<file path="src/gals_pkg.sv">
// gals_pkg: shared constants, codes and structs for the graph adjacency list store.
// No dependencies; compiled first.
package gals_pkg;

  localparam int MAX_VERTICES = 64;
  localparam int MAX_DEGREE   = 16;
  localparam int WEIGHT_BITS  = 16;

  localparam int VID_W  = $clog2(MAX_VERTICES);
  localparam int DEG_W  = $clog2(MAX_DEGREE);
  localparam int CNT_W  = $clog2(MAX_DEGREE + 1);
  localparam int ADDR_W = VID_W + DEG_W;
  localparam int VC_W   = 7;

  localparam logic [VC_W-1:0] VC_RESET = VC_W'(MAX_VERTICES);
  localparam logic [CNT_W-1:0] CNT_MAX = CNT_W'(MAX_DEGREE);

  // operation codes
  localparam logic [2:0] MODE_ADD_UNDIR = 3'd0;
  localparam logic [2:0] MODE_ADD_DIR   = 3'd1;
  localparam logic [2:0] MODE_REMOVE    = 3'd2;
  localparam logic [2:0] MODE_QUERY     = 3'd3;
  localparam logic [2:0] MODE_READ      = 3'd4;

  // status codes
  localparam logic [2:0] ST_OK        = 3'd0;
  localparam logic [2:0] ST_INVALID   = 3'd1;
  localparam logic [2:0] ST_EXISTS    = 3'd2;
  localparam logic [2:0] ST_NOT_FOUND = 3'd3;
  localparam logic [2:0] ST_FULL      = 3'd4;

  typedef struct packed {
    logic [2:0]                    status;
    logic                          edge_found;
    logic                          neighbor_valid;
    logic [VID_W-1:0]              neighbor_id;
    logic signed [WEIGHT_BITS-1:0] neighbor_weight;
    logic                          last;
  } out_word_t;

  typedef struct packed {
    logic       load_in;
    logic       cnt_rd;
    logic       cnt_rd_t;
    logic       cnt_lat;
    logic       scan_clr;
    logic       scan_step;
    logic       set_phase;
    logic       mv_rd;
    logic       mv_wr;
    logic       app1;
    logic       app2;
    logic       out_load;
    logic [2:0] out_status;
    logic       out_found;
    logic       out_nbr;
    logic       out_last;
  } dp_cmd_t;

  typedef struct packed {
    logic [2:0] mode;
    logic       in_ok;
    logic       self_loop;
    logic       hit;
    logic       found;
    logic       pend;
    logic       scan_done;
    logic       cnt_zero;
    logic       full_s;
    logic       full_t;
    logic       full_s2;
    logic       phase;
    logic       out_free;
  } dp_stat_t;

endpackage

</file>
<file path="src/gals_ctrl.sv">
// gals_ctrl: operation sequencer for the adjacency list store.
// Depends on gals_pkg; steers gals_datapath through dp_cmd_t / dp_stat_t.
module gals_ctrl import gals_pkg::*; (
  input  logic     clk,
  input  logic     rst,
  input  logic     in_valid,
  output logic     in_ready,
  input  dp_stat_t stat,
  output dp_cmd_t  cmd
);

  typedef enum logic [12:0] {
    S_IDLE     = 13'b0000000000001,
    S_CHECK    = 13'b0000000000010,
    S_CNT_LAT  = 13'b0000000000100,
    S_SCAN     = 13'b0000000001000,
    S_MV_RD    = 13'b0000000010000,
    S_MV_WR    = 13'b0000000100000,
    S_SIDE2    = 13'b0000001000000,
    S_FULL_CHK = 13'b0000010000000,
    S_APP1     = 13'b0000100000000,
    S_APP2     = 13'b0001000000000,
    S_RD_ISS   = 13'b0010000000000,
    S_RD_OUT   = 13'b0100000000000,
    S_RESP     = 13'b1000000000000
  } state_t;

  state_t     state, state_next;
  logic [2:0] rsp_status, rsp_status_next;
  logic       rsp_found, rsp_found_next;
  logic       miss, miss_next;

  assign in_ready = (state == S_IDLE);

  always_comb begin
    state_next      = state;
    rsp_status_next = rsp_status;
    rsp_found_next  = rsp_found;
    miss_next       = miss;
    cmd             = '0;
    unique case (state)
      S_IDLE: begin
        if (in_valid) begin
          cmd.load_in     = 1'b1;
          rsp_status_next = ST_OK;
          rsp_found_next  = 1'b0;
          miss_next       = 1'b0;
          state_next      = S_CHECK;
        end
      end
      S_CHECK: begin
        if (stat.mode > MODE_READ) begin
          state_next = S_RESP;
        end else if (!stat.in_ok) begin
          rsp_status_next = ST_INVALID;
          state_next      = S_RESP;
        end else begin
          cmd.cnt_rd = 1'b1;
          state_next = S_CNT_LAT;
        end
      end
      S_CNT_LAT: begin
        cmd.cnt_lat  = 1'b1;
        cmd.scan_clr = 1'b1;
        if (stat.mode == MODE_READ) begin
          state_next = S_RD_ISS;
        end else if (stat.phase && (stat.mode == MODE_ADD_UNDIR)) begin
          state_next = S_FULL_CHK;
        end else begin
          state_next = S_SCAN;
        end
      end
      S_SCAN: begin
        if (stat.found || stat.hit) begin
          priority if (stat.mode == MODE_REMOVE) begin
            state_next = S_MV_RD;
          end else if (stat.mode == MODE_QUERY) begin
            rsp_found_next = 1'b1;
            state_next     = S_RESP;
          end else begin
            rsp_status_next = ST_EXISTS;
            state_next      = S_RESP;
          end
        end else if (!stat.pend && stat.scan_done) begin
          priority if (stat.mode == MODE_QUERY) begin
            state_next = S_RESP;
          end else if (stat.mode == MODE_REMOVE) begin
            miss_next = 1'b1;
            if (stat.phase) begin
              rsp_status_next = ST_NOT_FOUND;
              state_next      = S_RESP;
            end else begin
              state_next = S_SIDE2;
            end
          end else if (stat.mode == MODE_ADD_DIR) begin
            if (stat.full_s) begin
              rsp_status_next = ST_FULL;
              state_next      = S_RESP;
            end else begin
              state_next = S_APP1;
            end
          end else if (stat.self_loop) begin
            if (stat.full_s2) begin
              rsp_status_next = ST_FULL;
              state_next      = S_RESP;
            end else begin
              state_next = S_APP1;
            end
          end else begin
            state_next = S_SIDE2;
          end
        end else if (!stat.scan_done) begin
          cmd.scan_step = 1'b1;
        end
      end
      S_MV_RD: begin
        cmd.mv_rd  = 1'b1;
        state_next = S_MV_WR;
      end
      S_MV_WR: begin
        cmd.mv_wr = 1'b1;
        if (stat.phase) begin
          rsp_status_next = miss ? ST_NOT_FOUND : ST_OK;
          state_next      = S_RESP;
        end else begin
          state_next = S_SIDE2;
        end
      end
      S_SIDE2: begin
        cmd.set_phase = 1'b1;
        cmd.cnt_rd    = 1'b1;
        cmd.cnt_rd_t  = 1'b1;
        state_next    = S_CNT_LAT;
      end
      S_FULL_CHK: begin
        if (stat.full_s || stat.full_t) begin
          rsp_status_next = ST_FULL;
          state_next      = S_RESP;
        end else begin
          state_next = S_APP1;
        end
      end
      S_APP1: begin
        cmd.app1   = 1'b1;
        state_next = (stat.mode == MODE_ADD_DIR) ? S_RESP : S_APP2;
      end
      S_APP2: begin
        cmd.app2   = 1'b1;
        state_next = S_RESP;
      end
      S_RD_ISS: begin
        if (stat.cnt_zero) begin
          state_next = S_RESP;
        end else begin
          cmd.scan_step = 1'b1;
          state_next    = S_RD_OUT;
        end
      end
      S_RD_OUT: begin
        if (stat.out_free) begin
          cmd.out_load   = 1'b1;
          cmd.out_status = ST_OK;
          cmd.out_nbr    = 1'b1;
          cmd.out_last   = stat.scan_done;
          state_next     = stat.scan_done ? S_IDLE : S_RD_ISS;
        end
      end
      S_RESP: begin
        if (stat.out_free) begin
          cmd.out_load   = 1'b1;
          cmd.out_status = rsp_status;
          cmd.out_found  = rsp_found;
          cmd.out_last   = 1'b1;
          state_next     = S_IDLE;
        end
      end
      default: begin
        state_next = S_IDLE;
      end
    endcase
  end

  always_ff @(posedge clk) begin
    if (rst) begin
      state <= S_IDLE;
    end else begin
      state <= state_next;
    end
  end

  always_ff @(posedge clk) begin
    rsp_status <= rsp_status_next;
    rsp_found  <= rsp_found_next;
    miss       <= miss_next;
  end

endmodule

</file>
<file path="config.mk">
export PLATFORM = sky130hd
export DESIGN_NAME = gals_ctrl
export DESIGN_NICKNAME = d
export VERILOG_FILES = /design/src/gals_pkg.sv /design/src/gals_ctrl.sv
export SDC_FILE = /design/constraint.sdc
export NUM_CORES = 1
export LEC_CHECK = 0
export BUFFER_PORTS_ARGS = -buffer_cell sky130_fd_sc_hd__buf_2
export CORE_AREA = 2 2 61 63
export DETAILED_ROUTE_END_ITERATION = 8
export DIE_AREA = 0 0 63 65
export PLACE_DENSITY = 0.68
export SYNTH_ARGS = -nofsm -noshare
export SYNTH_HDL_FRONTEND = slang
export SYNTH_SLANG_ARGS = --single-unit
</file>
<file path="constraint.sdc">
create_clock -name clk -period 2.4 [get_ports clk]
set_input_delay 0.12 -clock clk [delete_from_list [all_inputs] [get_ports clk]]
set_output_delay 0.12 -clock clk [all_outputs]
set_load 0.01 [all_outputs]
</file>
==> results of run 1 <==
==> stage by stage <==
step	area [sq um]	std cells
2_1_floorplan	1500	185
3_3_place_gp	1670	262
3_5_place_dp	1670	262
4_1_cts	1690	266
5_1_grt	1700	266
6_report	1700	266
==> final cells by class <==
| cell class | instances | area [sq um] | area share (%) |
|---|---|---|---|
| Timing Repair Buffer | 43 | 233 | 13.7 |
| Inverter | 9 | 33.8 | 1.99 |
| Multi-Input combinational cell | 144 | 933 | 55.0 |
| Clock inverter | 1 | 3.75 | 0.221 |
| Tap cell | 48 | 60.1 | 3.54 |
| Clock buffer | 3 | 22.5 | 1.33 |
| Sequential cell | 18 | 410 | 24.2 |
==> where the power goes <==
part | internal, mW | switching, mW | leakage (nW)
sequential | 0.361 | 0.0323 | 0.155
combinational | 0.159 | 0.189 | 0.568
clock | 0.0609 | 0.103 | 0.0154
==> cells in the final DEF (no fill, tap or decap), drive strengths merged, types with 4 or more instances in the layout <==
cell,count
and2,6
inv,8
nor2,19
nand2,16
nor3b,4
buf,43
nor4b,6
a21oi,7
edfxtp,5
nand4,5
nor3,10
nand3,7
dfxtp,13
o21ai,14
nand3b,4
nor2b,6
==> sequential cells by signal, summed over array words and instances, names as in the netlist <==
register	flops
state	13
miss	1
rsp_found	1
rsp_status	3
==> logic make-up (layout without fill, tap and decap cells) <==
family	after synthesis	in the layout	synth area share, %
xor+xnor	5	5	2.92
simple gates	96	96	39.4
flops	18	18	27.3
buf+inv	23	56	10.8
compound gates	43	43	19.5
==> synthesized netlist by cell type (2+ instances only) <==
cell type  count
nor2_1        17
nand2_1       16
dfxtp_1       13
o21ai_0       13
nor3_1         9
inv_1          8
nand3_1        7
a21oi_1        6
and2_1         6
nor2b_1        6
nor4b_1        6
buf_4          5
edfxtp_1       5
nand4_1        5
buf_6          4
nand3b_1       4
a211oi_1       3
a31oi_1        3
nor3b_1        3
xor2_1         3
a21o_1         2
a32oi_1        2
clkbuf_1       2
nor2_2         2
nor4_4         2
o21bai_1       2
o22ai_1        2
or2_1          2
xnor2_1        2
==> repair_timing <==
item / in CTS / in global routing
endpoints found under the setup margin: 0 / 2
gates resized for setup: 0 / 1
setup buffers: 0 / 0
==> layer usage <==
layer,vias up,routed length (um),track usage [%]
met5,-,0,0
met4,0,89,8.89
met3,7,158,2.43
met2,38,1740,31.6
met1,691,1680,23.8
li1,739,-,-
==> path summary, 6_finish.rpt <==
check	slack [ns]	from	to	cells after the start
worst min register to register	0.55	miss$_DFFE_PP_	rsp_status[1]$_DFFE_PP_	2
worst min-delay path	0.13	stat[5]	state[11]$_SDFFE_PP0P_	4
worst max register to register	0.31	state[8]$_SDFFE_PP0P_	rsp_status[0]$_DFFE_PP_	6
worst max-delay path	0.22	state[0]$_SDFFE_PP1P_	cmd[0]	7
==> worst register-to-register path, stage by stage (launching register included) <==
cell      delay (ns)
dfxtp_1         0.42
nor3_4          0.38
nand2_1         0.09
a21o_1          0.19
a211oi_1        0.20
o21ai_1         0.10
nor3_1          0.38
==> run summary, run 1 <==
Synth top area share = 17.3%
initial core utilization = 42.9%
final net count = 237
core area = 3500 sq um
TritonCTS clock tree = done
Layout area overhead = 13.0%
WP data required = 2.28 ns
RSZ-0062 raised after global routing = no
Routed Antenna Nets = 0
Die Y-Extent = 65 um
CTS Sinks = 18
worst hold path class = input port to flip-flop
vias per inst = 5.55
first-pass GRT wire length = 6.07 mm
Synth area leader = dfxtp_1
Final min period = 2.18 ns
leakage = 0.739 nW
clock latency on the worst-skew pair = 0.31 ns
global route overflow = 0
yosys warns = 0
RePlAce Congestion = 0.862
Worst Tran Pin Value = 0.401 ns
fill count = 374
final hold viol count = 0
vias post-DR = 1475
Slew HR = 73.0%
cells along the critical path = nor4_4 > buf_4 > nand3_1 > nor3b_2 > and2_1 > a21o_1 > buf_2
status = complete, no violations
total routed wirelength = 3.67 mm
arrival time worst endpoint = 2.06 ns
layout cells sized above 1 = 27.5%
Post-Syn Area = 1500 sq um
cts bufs inserted = 3
Pwr per Cell Area = 534 nW/um^2
hold_buf cts = 0
Cells after Synth = 185
I/O Pins = 37
die width = 63 um
final core utilization = 48.5%
CTS root buffer = clkbuf_4
number of remaining DRC errors = 0
Antenna Cells = 0
CTS clk-pin slew, worst paths = 0.11 ns
synth unique cells = 54
synthesis-stage register bit count = 18
largest cells by area after synthesis = dfxtp_1, edfxtp_1, o21ai_0
PortBufs = 36
routed length per instance = 13.8 um
syn nets = 203
post-DP HPWL = 2.87 mm
crit-path leading delay family = simple AND/OR/NAND/NOR gates
post-route setup slack = 0.220 ns
all-layer global routing usage = 18.8%
Final Total Pwr = 0.905 mW
final period utilization = 90.8%
Die ar. = 4100 sq um
CP Max Fanout = 8
clk_skew = 0.0146 ns
CTS HTree Levels = 1
critical path class = flip-flop to primary output
max capacitance violation total = 0
final setup vio count = 0
Worst Path Buf+Inv = 2
Mean Syn Cell Area = 8.12 sq um
launching element type of the critical path = flip-flop
Setup WS pre-CTS = 0.342 ns
FFs w/ async S/R, synth = 0%
worst hold slack = 0.131 ns
FP Rows = 22
Max VDD drop = 0.184 mV
TritonRoute pass-1 iters = 4
Primary FF master, synth = dfxtp_1
initial antenna violation count = 0
fin. max-slew vios = 0
vias in the first global route = 1320
CP max stage delay = 0.40 ns
Worst path slowest cell = dfxtp_1
sequential area share after synthesis = 27.3%
Peak Freq = 459 MHz
DR iter-0 viols = 86
largest net degree at the start of global routing = 12
CTS Buffer Depth = 2
TNS Setup = 0 ns
Post-synth EDFFs = 5
Crit. End Element = primary output
(Power assumes the default switching activity.)
==> run 2: changes to the inputs <==
==> constraint.sdc (replaced) <==
create_clock -name clk -period 2.4 [get_ports clk]
set_input_delay 0.48 -clock clk [delete_from_list [all_inputs] [get_ports clk]]
set_output_delay 0.48 -clock clk [all_outputs]
set_load 0.01 [all_outputs]
==> run summary, run 2 (synthesized netlist as in run 1, its figures left out) <==
worst hold path class = input port to flip-flop
reg2reg end = rsp_status[2]$_DFFE_PP_
all-layer global routing usage = 18.7%
r2r setup slk = 0.15 ns
WP data required = 1.92 ns
Final Total Pwr = 0.927 mW
I/O Pins = 37
Worst Path Buf+Inv = 1
cts bufs inserted = 3
critical path class = flip-flop to primary output
largest net degree at the start of global routing = 12
most frequent cells in the layout = buf_2, nor2_1, nand2_1
CTS HTree Levels = 1
launching element type of the critical path = flip-flop
hold depth = 2
post-DP HPWL = 2.95 mm
TNS Setup = 0 ns
arrival time worst endpoint = 1.86 ns
worst-case reg-to-reg path depth = 7
die width = 63 um
fin. max-slew vios = 0
cells along the critical path = nor4_4 > nand2_2 > nor4_4 > nand3_2 > o21ai_0 > buf_2
RePlAce Congestion = 0.823
Final min period = 2.34 ns
final net count = 245
Pwr per Cell Area = 511 nW/um^2
Die ar. = 4100 sq um
CTS Sinks = 18
hold_buf cts = 0
total routed wirelength = 3.75 mm
clk_skew = 0.00830 ns
max reg flops = 13
core area = 3500 sq um
Layout area overhead = 20.7%
PortBufs = 36
final setup vio count = 0
most common cell after layout, fill and taps aside = buf_2
final hold viol count = 0
TritonRoute pass-1 iters = 4
vias in the first global route = 1353
Worst Hold Path EP = state[12]$_SDFFE_PP0P_
DP Cell Count = 261
clock latency on the worst-skew pair = 0.30 ns
Antenna Cells = 0
status = complete, no violations
placed inst area = 1660 sq um
TritonCTS clock tree = done
Peak Freq = 428 MHz
number of remaining DRC errors = 0
final cell count without fillers = 274
RSZ-0062 raised after global routing = yes
final period utilization = 97.3%
Max VDD drop = 0.157 mV
DR iter-0 viols = 82
FP Rows = 22
crit-path leading delay family = simple AND/OR/NAND/NOR gates
design area = 1810 sq um
CP max stage delay = 0.39 ns
vias per inst = 5.50
initial antenna violation count = 0
first-pass GRT wire length = 6.13 mm
Routed Antenna Nets = 0
Biggest register = state
CTS root buffer = clkbuf_4
global route overflow = 0
Slew HR = 73.8%
CP Max Fanout = 5
hold wc startpoint = rst
vias post-DR = 1507
Worst path slowest cell = nor4_4
max capacitance violation total = 0
leakage = 0.795 nW
Worst Tran Pin Value = 0.390 ns
initial core utilization = 42.9%
routed length per instance = 13.7 um
reg2reg start = state[6]$_SDFFE_PP0P_
biggest regs = state: 13 flops, rsp_status: 3 flops
Most Frequent Cell on Critical Path = nor4_4
Die Y-Extent = 65 um
Crit. End Element = primary output
CTS clk-pin slew, worst paths = 0.11 ns
CTS Buffer Depth = 2
layout cells sized above 1 = 35.4%
-- run 2: changes by cell type in the layout (fill, tap and decap cells not counted), moves of 2 or more --
cell,previous run,this run
and2_1,6,4
dfxtp_2,0,6
nand3_2,0,3
buf_4,7,14
nand3_1,7,4
dfxtp_1,13,6
and2_4,0,2
-- run 2: worst max-delay path by stage --
stage                      startpoint      end  slack, ns  cells past startpoint
3_5_place_dp    state[0]$_SDFFE_PP1P_   cmd[0]       0.17                      6
4_1_cts        state[11]$_SDFFE_PP0P_  cmd[12]       0.04                      6
2_1_floorplan   state[5]$_SDFFE_PP0P_   cmd[0]       0.33                      6
3_3_place_gp    state[0]$_SDFFE_PP1P_   cmd[0]       0.19                      6
6_report        state[6]$_SDFFE_PP0P_  cmd[12]       0.06                      6
5_1_grt         state[6]$_SDFFE_PP0P_   cmd[0]      -0.05                      6
-- run 2: layout make-up --
type                    count  area, sq um
well taps                  48         60.1
multi-input cells         144          965
repair buffers             51          305
clock buffers               3         22.5
flip-flops and latches     18          422
inverters                   9         33.8
clock inverters             1         3.75
fillers                   362         1680
-- run 2: what timing repair did --
item / 4_1_cts / 5_1_grt
buffers inserted: 4 / 5
pin swaps: 5 / 6
endpoints found under the setup margin: 9 / 15
gates resized for setup: 5 / 12
-- run 2: stage by stage --
stage          util, %  hold WS [ns]  worst slack (ns)
2_1_floorplan        -         0.502             0.329
3_3_place_gp      47.4         0.518             0.190
3_5_place_dp      47.4         0.521             0.168
4_1_cts           49.5         0.494            0.0363
5_1_grt           51.8         0.489           -0.0462
6_report          51.8         0.497            0.0644
-- run 2: metal layers --
layer / track usage (%) / vias to the layer above / share of wire [%]
met2: 30.9 / 47 / 48
met1: 24.5 / 694 / 46
met5: 0 / - / 0
li1: - / 760 / -
met3: 2.08 / 6 / 3.9
met4: 8.61 / 0 / 1.7
-- run 2: worst register-to-register path, delay by kind of cell (launching register included) --
kind | cells | cell delay [ns]
AOI/OAI and AO/OA | 4 | 0.61
DFF | 1 | 0.37
and+or+nand+nor | 2 | 0.76
buffers and inverters | 1 | 0.20
-- run 2: power by group --
| group | leakage, nW | internal, mW | switching [mW] |
|---|---|---|---|
| Sequential | 0.158 | 0.363 | 0.0328 |
| Combinational | 0.621 | 0.181 | 0.194 |
| Clock | 0.0154 | 0.0605 | 0.0960 |
| Total | 0.795 | 0.604 | 0.323 |
==> run 3: changes to the inputs <==
Settings changed: CAP_MARGIN from default to 10, PLACE_DENSITY 0.68 to 0.7.
Clock period 2.4 ns to 2.1 ns, I/O delays scaled along.
==> run summary, run 3 (synthesized netlist as in run 1, its figures left out) <==
status = complete, but fails checks
failing checks = negative setup slack
first-pass GRT wire length = 7.08 mm
Worst path slowest cell = dfxtp_4
CP Max Fanout = 5
clk_skew = 0.000735 ns
Biggest register = state
core area = 3500 sq um
largest net degree at the start of global routing = 12
all-layer global routing usage = 21.9%
final net count = 270
CTS clk-pin slew, worst paths = 0.11 ns
r2r setup slk = 0.02 ns
die width = 63 um
total routed wirelength = 4.64 mm
initial core utilization = 42.9%
Die ar. = 4100 sq um
routed length per instance = 15.5 um
CTS Buffer Depth = 2
post-DP HPWL = 3.06 mm
most frequent cells in the layout = buf_4, buf_2, nor2_1, nand2_1, buf_6
final period utilization = 109%
CTS HTree Levels = 1
Slew HR = 66.7%
Pwr per Cell Area = 593 nW/um^2
FP Rows = 22
initial antenna violation count = 0
hold_buf cts = 0
Layout area overhead = 44.7%
Crit. End Element = primary output
CTS Sinks = 18
switch share = 36.3%
vias per inst = 5.65
PortBufs = 36
cts bufs inserted = 3
hold wc startpoint = rst
I/O Pins = 37
placed inst area = 1760 sq um
cells along the critical path = nor4_4 > buf_4 > nand3_4 > nor3b_2 > and2_4 > or2_1 > buf_2
TritonRoute pass-1 iters = 4
Antenna Cells = 0
Worst Tran Pin Value = 0.493 ns
clock latency on the worst-skew pair = 0.29 ns
final core utilization = 62.1%
CTS root buffer = clkbuf_4
reg2reg start = state[1]$_SDFFE_PP0P_
switching power = 0.467 mW
fin. max-slew vios = 0
Gate power share = 50.3%
TritonCTS clock tree = done
Pint = 0.821 mW
worst-case reg-to-reg path depth = 8
most common cell after layout, fill and taps aside = buf_4
Sequential Power Share = 35.6%
Die Y-Extent = 65 um
Routed Antenna Nets = 0
number of remaining DRC errors = 0
worst hold path class = input port to flip-flop
final hold viol count = 0
layout cells sized above 1 = 52.6%
CP max stage delay = 0.38 ns
biggest regs = state: 13 flops, rsp_status: 3 flops
post-route setup slack = -0.194 ns
leakage = 0.958 nW
max reg flops = 13
Clk pwr share = 14.2%
WP data required = 1.68 ns
Peak Freq = 436 MHz
final setup vio count = 14
RePlAce Congestion = 0.859
design area = 2170 sq um
vias post-DR = 1690
hold depth = 2
DR iter-0 viols = 159
arrival time worst endpoint = 1.87 ns
Final min period = 2.29 ns
reg2reg end = rsp_status[0]$_DFFE_PP_
critical path class = flip-flop to primary output
max capacitance violation total = 0
Worst Hold Path EP = state[12]$_SDFFE_PP0P_
launching element type of the critical path = flip-flop
global route overflow = 0
Max VDD drop = 0.295 mV
vias in the first global route = 1504
RSZ-0062 raised after global routing = yes
==> run 3: area by class of cell <==
type | instances | area (sq um)
fillers | 301 | 1320
multi-input cells | 144 | 1080
repair buffers | 76 | 543
flip-flops and latches | 18 | 425
well taps | 48 | 60.1
inverters | 9 | 37.5
clock buffers | 3 | 22.5
clock inverters | 1 | 3.75
==> run 3: through the flow <==
step	cells	TNS, ns	worst slack [ns]	hold slack (ns)	power, mW
after CTS	288	-0.789	-0.128	0.445	1.15
after floorplan	185	0	0.0369	0.502	0.729
after global routing	299	-3.26	-0.316	0.462	1.36
after detailed placement	274	0	0.0520	0.526	0.874
after global placement	274	0	0.0934	0.520	0.864
final	299	-1.47	-0.194	0.462	1.29
==> run 3: worst max-delay path: cells and delay by family (launching register included) <==
kind                   cells  cell delay (ns)
DFF                        1             0.38
and+or+nand+nor            5             0.90
buffers and inverters      2             0.30
==> run 3: how the worst max path moves through the flow <==
stage	start	endpoint	slack [ns]
finish	state[1]$_SDFFE_PP0P_	cmd[6]	-0.19
CTS	state[3]$_SDFFE_PP0P_	cmd[0]	-0.13
floorplan	state[5]$_SDFFE_PP0P_	rsp_status[0]$_DFFE_PP_	0.04
detailed placement	state[5]$_SDFFE_PP0P_	rsp_status[1]$_DFFE_PP_	0.05
global placement	state[0]$_SDFFE_PP1P_	cmd[0]	0.09
global route	state[1]$_SDFFE_PP0P_	cmd[6]	-0.32
==> run 3: repair_timing <==
item | CTS | global route
pin swaps | 17 | 14
setup endpoints to repair | 17 | 26
resized for setup | 26 | 37
setup buffers | 10 | 14
==> run 3: per-layer routing <==
layer	up-vias	track usage [%]	routed length [um]
met2	76	38.8	2270
met1	803	27.7	1940
met3	8	2.08	334
met5	-	0	0
li1	803	-	-
met4	0	7.22	92
==> run 3: power groups by stage <==
stage               Clock [mW]  Sequential [mW]  Combinational, mW
global placement             0            0.457              0.407
detailed placement           0            0.461              0.413
floorplan                    0            0.449              0.280
CTS                      0.185            0.453              0.514
finish                   0.183            0.458              0.648
global route             0.196            0.466              0.695
